File: config.mk
export PLATFORM = sky130hd
export DESIGN_NAME = spectrum_bar_peak_hold_column_unit_flat
export DESIGN_NICKNAME = d
export VERILOG_FILES = /design/src/sbph_pkg.sv /design/src/sbph_if.sv /design/src/spectrum_bar_peak_hold_column_unit.sv /design/src/flat_wrapper.sv
export SDC_FILE = /design/constraint.sdc
export NUM_CORES = 2
export LEC_CHECK = 0
export BUFFER_PORTS_ARGS = -buffer_cell sky130_fd_sc_hd__buf_2
export CAP_MARGIN = 20
export CORE_MARGIN = 10
export CORE_UTILIZATION = 63
export CTS_BUF_LIST = sky130_fd_sc_hd__clkbuf_8 sky130_fd_sc_hd__clkbuf_16
export CTS_CLUSTER_SIZE = 40
export DETAILED_ROUTE_END_ITERATION = 8
export PLACE_DENSITY = 0.8
export SLEW_MARGIN = 20
export SYNTH_ARGS = -nofsm -noshare
export SYNTH_HDL_FRONTEND = slang
export SYNTH_SLANG_ARGS = --single-unit
export TNS_END_PERCENT = 1
File: constraint.sdc
create_clock -name clk -period 9.6 [get_ports clk]
set_input_delay 1.92 -clock clk [delete_from_list [all_inputs] [get_ports clk]]
set_output_delay 1.92 -clock clk [all_outputs]
set_load 0.005 [all_outputs]
File: src/sbph_pkg.sv
package sbph_pkg;

	localparam int FRAC_BITS = 8;

	localparam logic [15:0] HOLD_TIME_RESET  = 16'd300;
	localparam logic [12:0] FALL_STEP_RESET  = 13'd64;
	localparam logic [8:0]  OLD_WEIGHT_RESET = 9'd77;
	localparam logic [8:0]  FULL_SCALE       = 9'd256;
	localparam logic [7:0]  HUE_TOP          = 8'd140;

	typedef enum logic [1:0] {
		REG_HOLD_TIME  = 2'd0,
		REG_FALL_STEP  = 2'd1,
		REG_OLD_WEIGHT = 2'd2
	} cfg_reg_t;

	typedef enum logic [1:0] {
		KIND_BAR  = 2'd0,
		KIND_PEAK = 2'd1,
		KIND_OFF  = 2'd2
	} pixel_kind_t;

endpackage

File: src/sbph_if.sv
interface sbph_in_if;
	logic        valid;
	logic        ready;
	logic [3:0]  column;
	logic [8:0]  level;
	logic [31:0] now_ms;

	modport source (output valid, output column, output level, output now_ms, input ready);
	modport sink (input valid, input column, input level, input now_ms, output ready);
endinterface

interface sbph_out_if;
	logic       valid;
	logic       ready;
	logic [3:0] out_column;
	logic [5:0] row;
	logic [1:0] pixel_kind;
	logic [7:0] hue;
	logic       last;

	modport source (output valid, output out_column, output row, output pixel_kind,
		output hue, output last, input ready);
	modport sink (input valid, input out_column, input row, input pixel_kind,
		input hue, input last, output ready);
endinterface

File: src/spectrum_bar_peak_hold_column_unit.sv
// Channel   | Direction | Word
// item_in   | in        | column, level, now_ms
// pix_out   | out       | out_column, row, pixel_kind, hue, last
// cfg       | in        | cfg_we, cfg_index, cfg_wdata (write only)
//
// Each accepted in-range word yields ROWS output words, one per cycle while the output is
// ready, so the sustained input rate is set by the pixel emitter.
// The first pixel is presented once the word has passed the stage 1, stage 2 and emitter
// registers: state read, multiply, update.
// A word for a column that is still being updated waits until its write-back is done.
// Reset clears the per-column valid bits, so all column state reads as zero afterwards.
// A stalled output holds the current pixel; up to two more words wait in the pipeline.
module spectrum_bar_peak_hold_column_unit
	import sbph_pkg::*;
#(
	parameter int COLUMNS = 16,
	parameter int ROWS    = 16
) (
	input  logic        clk,
	input  logic        arst_n,
	input  logic        cfg_we,
	input  logic [1:0]  cfg_index,
	input  logic [15:0] cfg_wdata,
	sbph_in_if.sink     item_in,
	sbph_out_if.source  pix_out
);

	localparam int HW  = $clog2(ROWS * 256 + 1);
	localparam int PW  = HW + 9;
	localparam int SW  = PW + 1;
	localparam int DW  = (HW > 13) ? HW : 13;
	localparam int CW  = (COLUMNS > 1) ? $clog2(COLUMNS) : 1;
	localparam int RW  = $clog2(ROWS);
	localparam int BRW = HW - FRAC_BITS;
	localparam int HUE_STEP = 140 / ROWS;

	typedef struct packed {
		logic [HW-1:0] bar;
		logic [HW-1:0] peak;
		logic [31:0]   stamp;
	} entry_t;

	logic [15:0] hold_time_q;
	logic [12:0] fall_step_q;
	logic [8:0]  old_weight_q;

	entry_t             mem [COLUMNS];
	logic [COLUMNS-1:0] vld_q;

	logic          s1_valid;
	logic [3:0]    col_s1;
	logic [CW-1:0] addr_s1;
	logic [8:0]    level_s1;
	logic [31:0]   now_s1;
	entry_t        rd_s1;
	logic          rd_vld_s1;

	logic          s2_valid;
	logic [3:0]    col_s2;
	logic [CW-1:0] addr_s2;
	logic [31:0]   now_s2;
	logic [PW-1:0] prod_old_s2;
	logic [PW-1:0] prod_new_s2;
	logic [HW-1:0] peak_s2;
	logic [HW-1:0] peak_dec_s2;
	logic [31:0]   stamp_s2;
	logic          hold_over_s2;

	logic           e_valid_q;
	logic [3:0]     e_col_q;
	logic [BRW-1:0] e_bar_row_q;
	logic [BRW-1:0] e_peak_row_q;
	logic [RW-1:0]  row_q;

	logic [6:0]    col_ext;
	logic [CW-1:0] in_addr;
	logic          in_range;
	logic          hazard;
	logic          accept;
	logic          adv1;
	logic          adv2;
	logic          out_fire;
	logic          e_done;

	entry_t        old_e;
	logic [8:0]    w;
	logic [8:0]    lvl;
	logic [HW-1:0] target;
	logic [31:0]   elapsed;
	logic [DW-1:0] peak_ext;
	logic [DW-1:0] fall_ext;
	logic [HW-1:0] peak_dec;

	logic [SW-1:0] sum;
	logic [HW-1:0] bar_new;
	logic [HW-1:0] peak_new;
	logic [31:0]   stamp_new;

	logic [BRW-1:0] row_ext;
	logic [7:0]     row8;

	// Configuration registers.
	always_ff @(posedge clk or negedge arst_n) begin
		if (!arst_n) begin
			hold_time_q  <= HOLD_TIME_RESET;
			fall_step_q  <= FALL_STEP_RESET;
			old_weight_q <= OLD_WEIGHT_RESET;
		end else if (cfg_we) begin
			unique case (cfg_reg_t'(cfg_index))
				REG_HOLD_TIME:  hold_time_q  <= cfg_wdata;
				REG_FALL_STEP:  fall_step_q  <= cfg_wdata[12:0];
				REG_OLD_WEIGHT: old_weight_q <= cfg_wdata[8:0];
				default: ;
			endcase
		end
	end

	// Handshake and pipeline control.
	assign col_ext  = 7'(item_in.column);
	assign in_addr  = col_ext[CW-1:0];
	assign in_range = col_ext < 7'(COLUMNS);
	assign hazard   = (s1_valid && (col_s1 == item_in.column)) ||
		(s2_valid && (col_s2 == item_in.column));

	assign out_fire = pix_out.valid && pix_out.ready;
	assign e_done   = out_fire && (row_q == RW'(ROWS - 1));
	assign adv2     = s2_valid && (!e_valid_q || e_done);
	assign adv1     = s1_valid && (!s2_valid || adv2);

	assign item_in.ready = (!s1_valid || adv1) && !hazard;
	assign accept        = item_in.valid && item_in.ready;

	always_ff @(posedge clk or negedge arst_n) begin
		if (!arst_n) begin
			s1_valid  <= 1'b0;
			s2_valid  <= 1'b0;
			vld_q     <= '0;
			rd_vld_s1 <= 1'b0;
		end else begin
			if (accept) begin
				s1_valid  <= in_range;
				rd_vld_s1 <= vld_q[in_addr];
			end else if (adv1) begin
				s1_valid <= 1'b0;
			end
			if (adv1) begin
				s2_valid <= 1'b1;
			end else if (adv2) begin
				s2_valid <= 1'b0;
			end
			if (adv2) begin
				vld_q[addr_s2] <= 1'b1;
			end
		end
	end

	// State memory: read at acceptance, written back when the update completes.
	always_ff @(posedge clk) begin
		if (accept) begin
			rd_s1 <= mem[in_addr];
		end
		if (adv2) begin
			mem[addr_s2] <= '{bar: bar_new, peak: peak_new, stamp: stamp_new};
		end
	end

	always_ff @(posedge clk) begin
		if (accept) begin
			col_s1   <= item_in.column;
			addr_s1  <= in_addr;
			level_s1 <= item_in.level;
			now_s1   <= item_in.now_ms;
		end
	end

	// Stage 1: weighting products, hold timeout and decayed peak.
	always_comb begin
		old_e    = rd_vld_s1 ? rd_s1 : '0;
		w        = (old_weight_q > FULL_SCALE) ? FULL_SCALE : old_weight_q;
		lvl      = (level_s1 > FULL_SCALE) ? FULL_SCALE : level_s1;
		target   = HW'(lvl) * HW'(ROWS);
		elapsed  = now_s1 - old_e.stamp;
		peak_ext = DW'(old_e.peak);
		fall_ext = DW'(fall_step_q);
		peak_dec = (peak_ext > fall_ext) ? HW'(peak_ext - fall_ext) : '0;
	end

	always_ff @(posedge clk) begin
		if (adv1) begin
			col_s2       <= col_s1;
			addr_s2      <= addr_s1;
			now_s2       <= now_s1;
			prod_old_s2  <= PW'(old_e.bar) * PW'(w);
			prod_new_s2  <= PW'(target) * PW'(FULL_SCALE - w);
			peak_s2      <= old_e.peak;
			peak_dec_s2  <= peak_dec;
			stamp_s2     <= old_e.stamp;
			hold_over_s2 <= elapsed > 32'(hold_time_q);
		end
	end

	// Stage 2: new bar height and peak update.
	always_comb begin
		sum     = SW'(prod_old_s2) + SW'(prod_new_s2);
		bar_new = HW'(sum >> FRAC_BITS);
		if (bar_new >= peak_s2) begin
			peak_new  = bar_new;
			stamp_new = now_s2;
		end else begin
			peak_new  = hold_over_s2 ? peak_dec_s2 : peak_s2;
			stamp_new = stamp_s2;
		end
	end

	// Pixel emitter.
	always_ff @(posedge clk or negedge arst_n) begin
		if (!arst_n) begin
			e_valid_q <= 1'b0;
			row_q     <= '0;
		end else begin
			if (adv2) begin
				e_valid_q <= 1'b1;
				row_q     <= '0;
			end else if (e_done) begin
				e_valid_q <= 1'b0;
			end else if (out_fire) begin
				row_q <= row_q + 1'b1;
			end
		end
	end

	always_ff @(posedge clk) begin
		if (adv2) begin
			e_col_q      <= col_s2;
			e_bar_row_q  <= bar_new[HW-1:FRAC_BITS];
			e_peak_row_q <= peak_new[HW-1:FRAC_BITS];
		end
	end

	always_comb begin
		row_ext = BRW'(row_q);
		row8    = 8'(row_q);
		pix_out.valid      = e_valid_q;
		pix_out.out_column = e_col_q;
		pix_out.row        = 6'(row_q);
		pix_out.last       = row_q == RW'(ROWS - 1);
		pix_out.hue        = '0;
		if (row_ext < e_bar_row_q) begin
			pix_out.pixel_kind = KIND_BAR;
			pix_out.hue        = HUE_TOP - 8'(row8 * 8'(HUE_STEP));
		end else if ((row_ext == e_peak_row_q) && (row_q != '0)) begin
			pix_out.pixel_kind = KIND_PEAK;
		end else begin
			pix_out.pixel_kind = KIND_OFF;
		end
	end

	assert property (@(posedge clk) disable iff (!arst_n)
		e_valid_q |-> (row_q <= RW'(ROWS - 1)))
		else $error("pixel row counter passed the top row");

	assert property (@(posedge clk) disable iff (!arst_n)
		(accept && s1_valid) |-> (item_in.column != col_s1))
		else $error("word accepted for a column with a pending update");

	assert property (@(posedge clk) disable iff (!arst_n)
		(e_done && !adv2) |=> !pix_out.valid)
		else $error("output stayed valid after the last pixel of a column");

	assert property (@(posedge clk) disable iff (!arst_n)
		adv2 |=> (pix_out.valid && (row_q == '0)))
		else $error("column load did not restart at the bottom row");

endmodule
File: src/flat_wrapper.sv
// flat-port wrapper written by rule: the top's interface ports become plain ports
module spectrum_bar_peak_hold_column_unit_flat import sbph_pkg::*;
#(
	parameter int COLUMNS = 16,
	parameter int ROWS    = 16
)
  (clk, arst_n, cfg_we, cfg_index, cfg_wdata, item_in_valid, item_in_column, item_in_level, item_in_now_ms, item_in_ready, pix_out_valid, pix_out_out_column, pix_out_row, pix_out_pixel_kind, pix_out_hue, pix_out_last, pix_out_ready);
  sbph_in_if item_in_i ();
  sbph_out_if pix_out_i ();
  input  logic clk;
  input  logic arst_n;
  input  logic cfg_we;
  input  logic [1:0] cfg_index;
  input  logic [15:0] cfg_wdata;
  input wire logic [$bits(item_in_i.valid)-1:0] item_in_valid;
  input wire logic [$bits(item_in_i.column)-1:0] item_in_column;
  input wire logic [$bits(item_in_i.level)-1:0] item_in_level;
  input wire logic [$bits(item_in_i.now_ms)-1:0] item_in_now_ms;
  output wire logic [$bits(item_in_i.ready)-1:0] item_in_ready;
  output wire logic [$bits(pix_out_i.valid)-1:0] pix_out_valid;
  output wire logic [$bits(pix_out_i.out_column)-1:0] pix_out_out_column;
  output wire logic [$bits(pix_out_i.row)-1:0] pix_out_row;
  output wire logic [$bits(pix_out_i.pixel_kind)-1:0] pix_out_pixel_kind;
  output wire logic [$bits(pix_out_i.hue)-1:0] pix_out_hue;
  output wire logic [$bits(pix_out_i.last)-1:0] pix_out_last;
  input wire logic [$bits(pix_out_i.ready)-1:0] pix_out_ready;
  assign item_in_i.valid = item_in_valid;
  assign item_in_i.column = item_in_column;
  assign item_in_i.level = item_in_level;
  assign item_in_i.now_ms = item_in_now_ms;
  assign item_in_ready = item_in_i.ready;
  assign pix_out_valid = pix_out_i.valid;
  assign pix_out_out_column = pix_out_i.out_column;
  assign pix_out_row = pix_out_i.row;
  assign pix_out_pixel_kind = pix_out_i.pixel_kind;
  assign pix_out_hue = pix_out_i.hue;
  assign pix_out_last = pix_out_i.last;
  assign pix_out_i.ready = pix_out_ready;
  spectrum_bar_peak_hold_column_unit #(.COLUMNS(COLUMNS), .ROWS(ROWS)) u_core (.clk(clk), .arst_n(arst_n), .cfg_we(cfg_we), .cfg_index(cfg_index), .cfg_wdata(cfg_wdata), .item_in(item_in_i), .pix_out(pix_out_i));
endmodule
==> impl_metrics.csv <==
group,metric,value,unit
status,status,"finished clean",
power_and_ir_drop,leakagePower,0.0225,uW
logic_synthesis,synth.avg_cell_area,17.0,sq um
logic_synthesis,ys_async_sr_fraction,0.0502,
timing,setup_tns,0,ns
finish,ff_latch_area,36800,sq um
clock_tree,cts.repair.resized,0,
logic_synthesis,synth_xor_xnor_area_share,0.0132,
critical_path,worstSetupEndpointType,"flop",
timing,tightest_slew,1.07,ns
floorplanning,ios,91,
clock_tree,clkTransAtPathRegs,0.07,ns
timing,min_period,7.45,ns
finish,nFillCells,5291,
logic_synthesis,netlist_area,56300,sq um
floorplanning,die_w,319,um
global_route,antenna_found_initial,4,
clock_tree,cts_tree,"done",
power_and_ir_drop,powerDensity,250,nW/um^2
route,firstDrtPassIters,6,
clock_tree,cts.sinks,1236,
logic_synthesis,yosys_warnings,0,
floorplanning,die-area,102000,sq um
finish,post-route-util,0.706,
placed_design,routabilityCongestion,0.944,
flow_run,drv_cap,0,
logic_synthesis,synth_edf_count,1174,
timing,hold_viol_final,0,
placed_design,dp_worst_setup_slack,2.18,ns
route,avgViaCountPerCell,6.51,
global_route,overflow,0,
logic_synthesis,ys_seq_area_frac,0.654,
timing,maxSlewHeadroom,0.287,
logic_synthesis,synth_fa_ha_area_frac,0.0878,
route,num_vias,30800,
finish,layout_commonest_cell,"edfxtp_1",
critical_path,rr_startpoint,"u_core.old_weight_q[8]",
timing,finalCritPeriodShare,0.776,
timing,fin_skew,0.0388,ns
clock_tree,holdBufCountCts,0,
floorplanning,die_y,319,um
logic_synthesis,yosysTopAreaCellShare,0.626,
timing,drv_slew,0,
global_route,grt_pass1_vias,32300,
power_and_ir_drop,power,15600,uW
power_and_ir_drop,vdd_drop_max,203,uV
floorplanning,initial_core_util,0.636,
finish,area_delta_synth_final,10.9,%
clock_tree,insertion_delay,0.72,ns
clock_tree,cts_made_buffers,117,
global_route,grt_pass1_wl,207000,um
logic_synthesis,ys_top_cells_by_area,"edfxtp_1 (63%), mux4_2 (12%), fa_1 (5.2%)",
critical_path,worstSetupPathType,"flop to flop",
min_path,hold_class,"flop to flop",
floorplanning,coreArea,88500,sq um
logic_synthesis,syn-instance-count,3316,
logic_synthesis,synth-main-ff-cell,"edfxtp_1",
finish,drive_gt1_frac,0.216,
global_route,track_usage,0.274,
logic_synthesis,synth_top_area_cell,"edfxtp_1",
route,drc,0,
timing,rsz0062_at_grt,"no",
floorplanning,row_count,109,
clock_tree,htree_levels,3,
route,wl,138000,um
route,first_iter_violations,3778,
clock_tree,clk_path_buf_depth,3,
finish,multi_input_area,18000,sq um
critical_path,setup.worst_path.start_class,"flop",
finish,most-common-layout-cells,"edfxtp_1 (1174), inv_1 (320), mux4_2 (295)",
min_path,hp-start,"u_core.now_s1[12]",
logic_synthesis,synthDistinctLibCells,80,
critical_path,critPathMaxFanout,31,
timing,fin_ws,2.15,ns
placed_design,dp_hpwl,78700,um
placed_design,port-buffer-count,86,
timing,max_freq,134,MHz
logic_synthesis,synth-seq-cells,1236,
clock_tree,root_buffer,"clkbuf_16",
route,ant_nets,0,
critical_path,worstPathArrival,7.90,ns
global_route,grt_max_degree,114,
logic_synthesis,synth-simple-area-share,0.0498,
logic_synthesis,synth_compound_area_frac,0.0313,
finish,nets,3837,
route,wl_per_cell,29.2,um
timing,finalSetupViolCount,0,
logic_synthesis,synthMuxAreaShare,0.133,
clock_tree,cts_post_setup_buffers_inserted,0,
logic_synthesis,synth_top_family_by_area,"multiplexers",
critical_path,required,10.05,ns
critical_path,crit_path_start,"u_core.old_weight_q[8]",
-- path summary, 6_finish.rpt --
check	slack (ns)	depth (start not counted)	to
worst max-delay path	2.15	23	u_core.prod_new_s2[20]
worst min-delay path	0.46	0	u_core.now_s2[12]
worst max register to register	2.15	23	u_core.prod_new_s2[20]
worst min register to register	0.46	0	u_core.now_s2[12]
max in group asynchronous	7.47	2	u_core.rd_vld_s1
min in group asynchronous	1.39	2	u_core.pix_out.valid
-- area by class of cell --
class | instances | area share
Clock buffer | 122 | 0.0482
Antenna cell | 2 | 0.0000801
Clock inverter | 95 | 0.0175
Inverter | 315 | 0.0190
Tap cell | 1165 | 0.0233
Sequential cell | 1236 | 0.590
Timing Repair Buffer | 143 | 0.0145
Multi-Input combinational cell | 1649 | 0.288
-- cells in the mapped netlist, drive strengths merged (53+ instances only) --
master and n:
fa 147, clkbuf 98, xnor2 68, a21oi 62
ha 160, o21ai 70, inv 315, edfxtp 1174
mux2 58, nand2 195, mux4 295, dfrtp 53
nor2 169
-- power breakdown --
group | internal (uW) | switching [uW] | total, uW
clock network | 2800 | 2070 | 4880
logic | 1520 | 2480 | 4000
registers | 6610 | 140 | 6750
-- sequential cells by signal, summed over array words and instances (netlist names), 9 cells and up --
| register | flops |
|---|---|
| u_core.mem | 928 |
| u_core.rd_s1 | 58 |
| u_core.now_s1 | 32 |
| u_core.now_s2 | 32 |
| u_core.stamp_s2 | 32 |
| u_core.prod_new_s2 | 17 |
| u_core.prod_old_s2 | 17 |
| u_core.hold_time_q | 16 |
| u_core.vld_q | 16 |
| u_core.fall_ext | 13 |
| u_core.peak_dec_s2 | 13 |
| u_core.peak_s2 | 13 |
| u_core.level_s1 | 9 |
| u_core.old_weight_q | 9 |
-- cell families (layout without fill, tap and decap cells) --
logic type / count (synthesis) / count (layout)
AO/OA/AOI/OAI: 267 / 267
XOR/XNOR: 85 / 85
adder cells (fa/ha/maj): 307 / 307
buffers and inverters: 448 / 675
flip-flops: 1236 / 1236
multiplexers: 371 / 371
other: 2 / 21
AND/OR/NAND/NOR: 600 / 600
-- layer usage --
layer  track usage  up-vias  part of all wire
li1              -    12800                 -
met1         0.363    16000              0.37
met2         0.460     1705              0.50
met3        0.0499      332             0.093
met4        0.0867        2             0.033
met5             0        -          0.000080
-- worst max-delay path, cell delays in order (launching register included) --
cell      delay, ns
dfrtp_1        0.92
nor2b_1        0.42
inv_1          0.24
nand3_1        0.18
or3_1          0.41
or3_1          0.44
xnor2_1        0.39
nand2_1        0.14
fa_1           0.55
inv_1          0.05
fa_1           0.49
inv_1          0.05
fa_1           0.49
fa_1           0.49
inv_1          0.04
ha_1           0.30
o21ai_0        0.11
a21boi_0       0.15
o21ai_0        0.27
a21boi_0       0.18
o21ai_0        0.25
a21oi_1        0.14
o41ai_1        0.33
xnor2_1        0.11
-- stage by stage --
| step | hold WS [ns] | area [sq um] | instances |
|---|---|---|---|
| 2_1_floorplan | 0.424 | 56400 | 3333 |
| 3_3_place_gp | 0.444 | 58300 | 4506 |
| 3_5_place_dp | 0.452 | 58300 | 4506 |
| 4_1_cts | 0.462 | 62400 | 4723 |
| 5_1_grt | 0.475 | 62400 | 4725 |
| 6_report | 0.461 | 62500 | 4727 |
No activity file was read; power rests on OpenSTA's default activity.
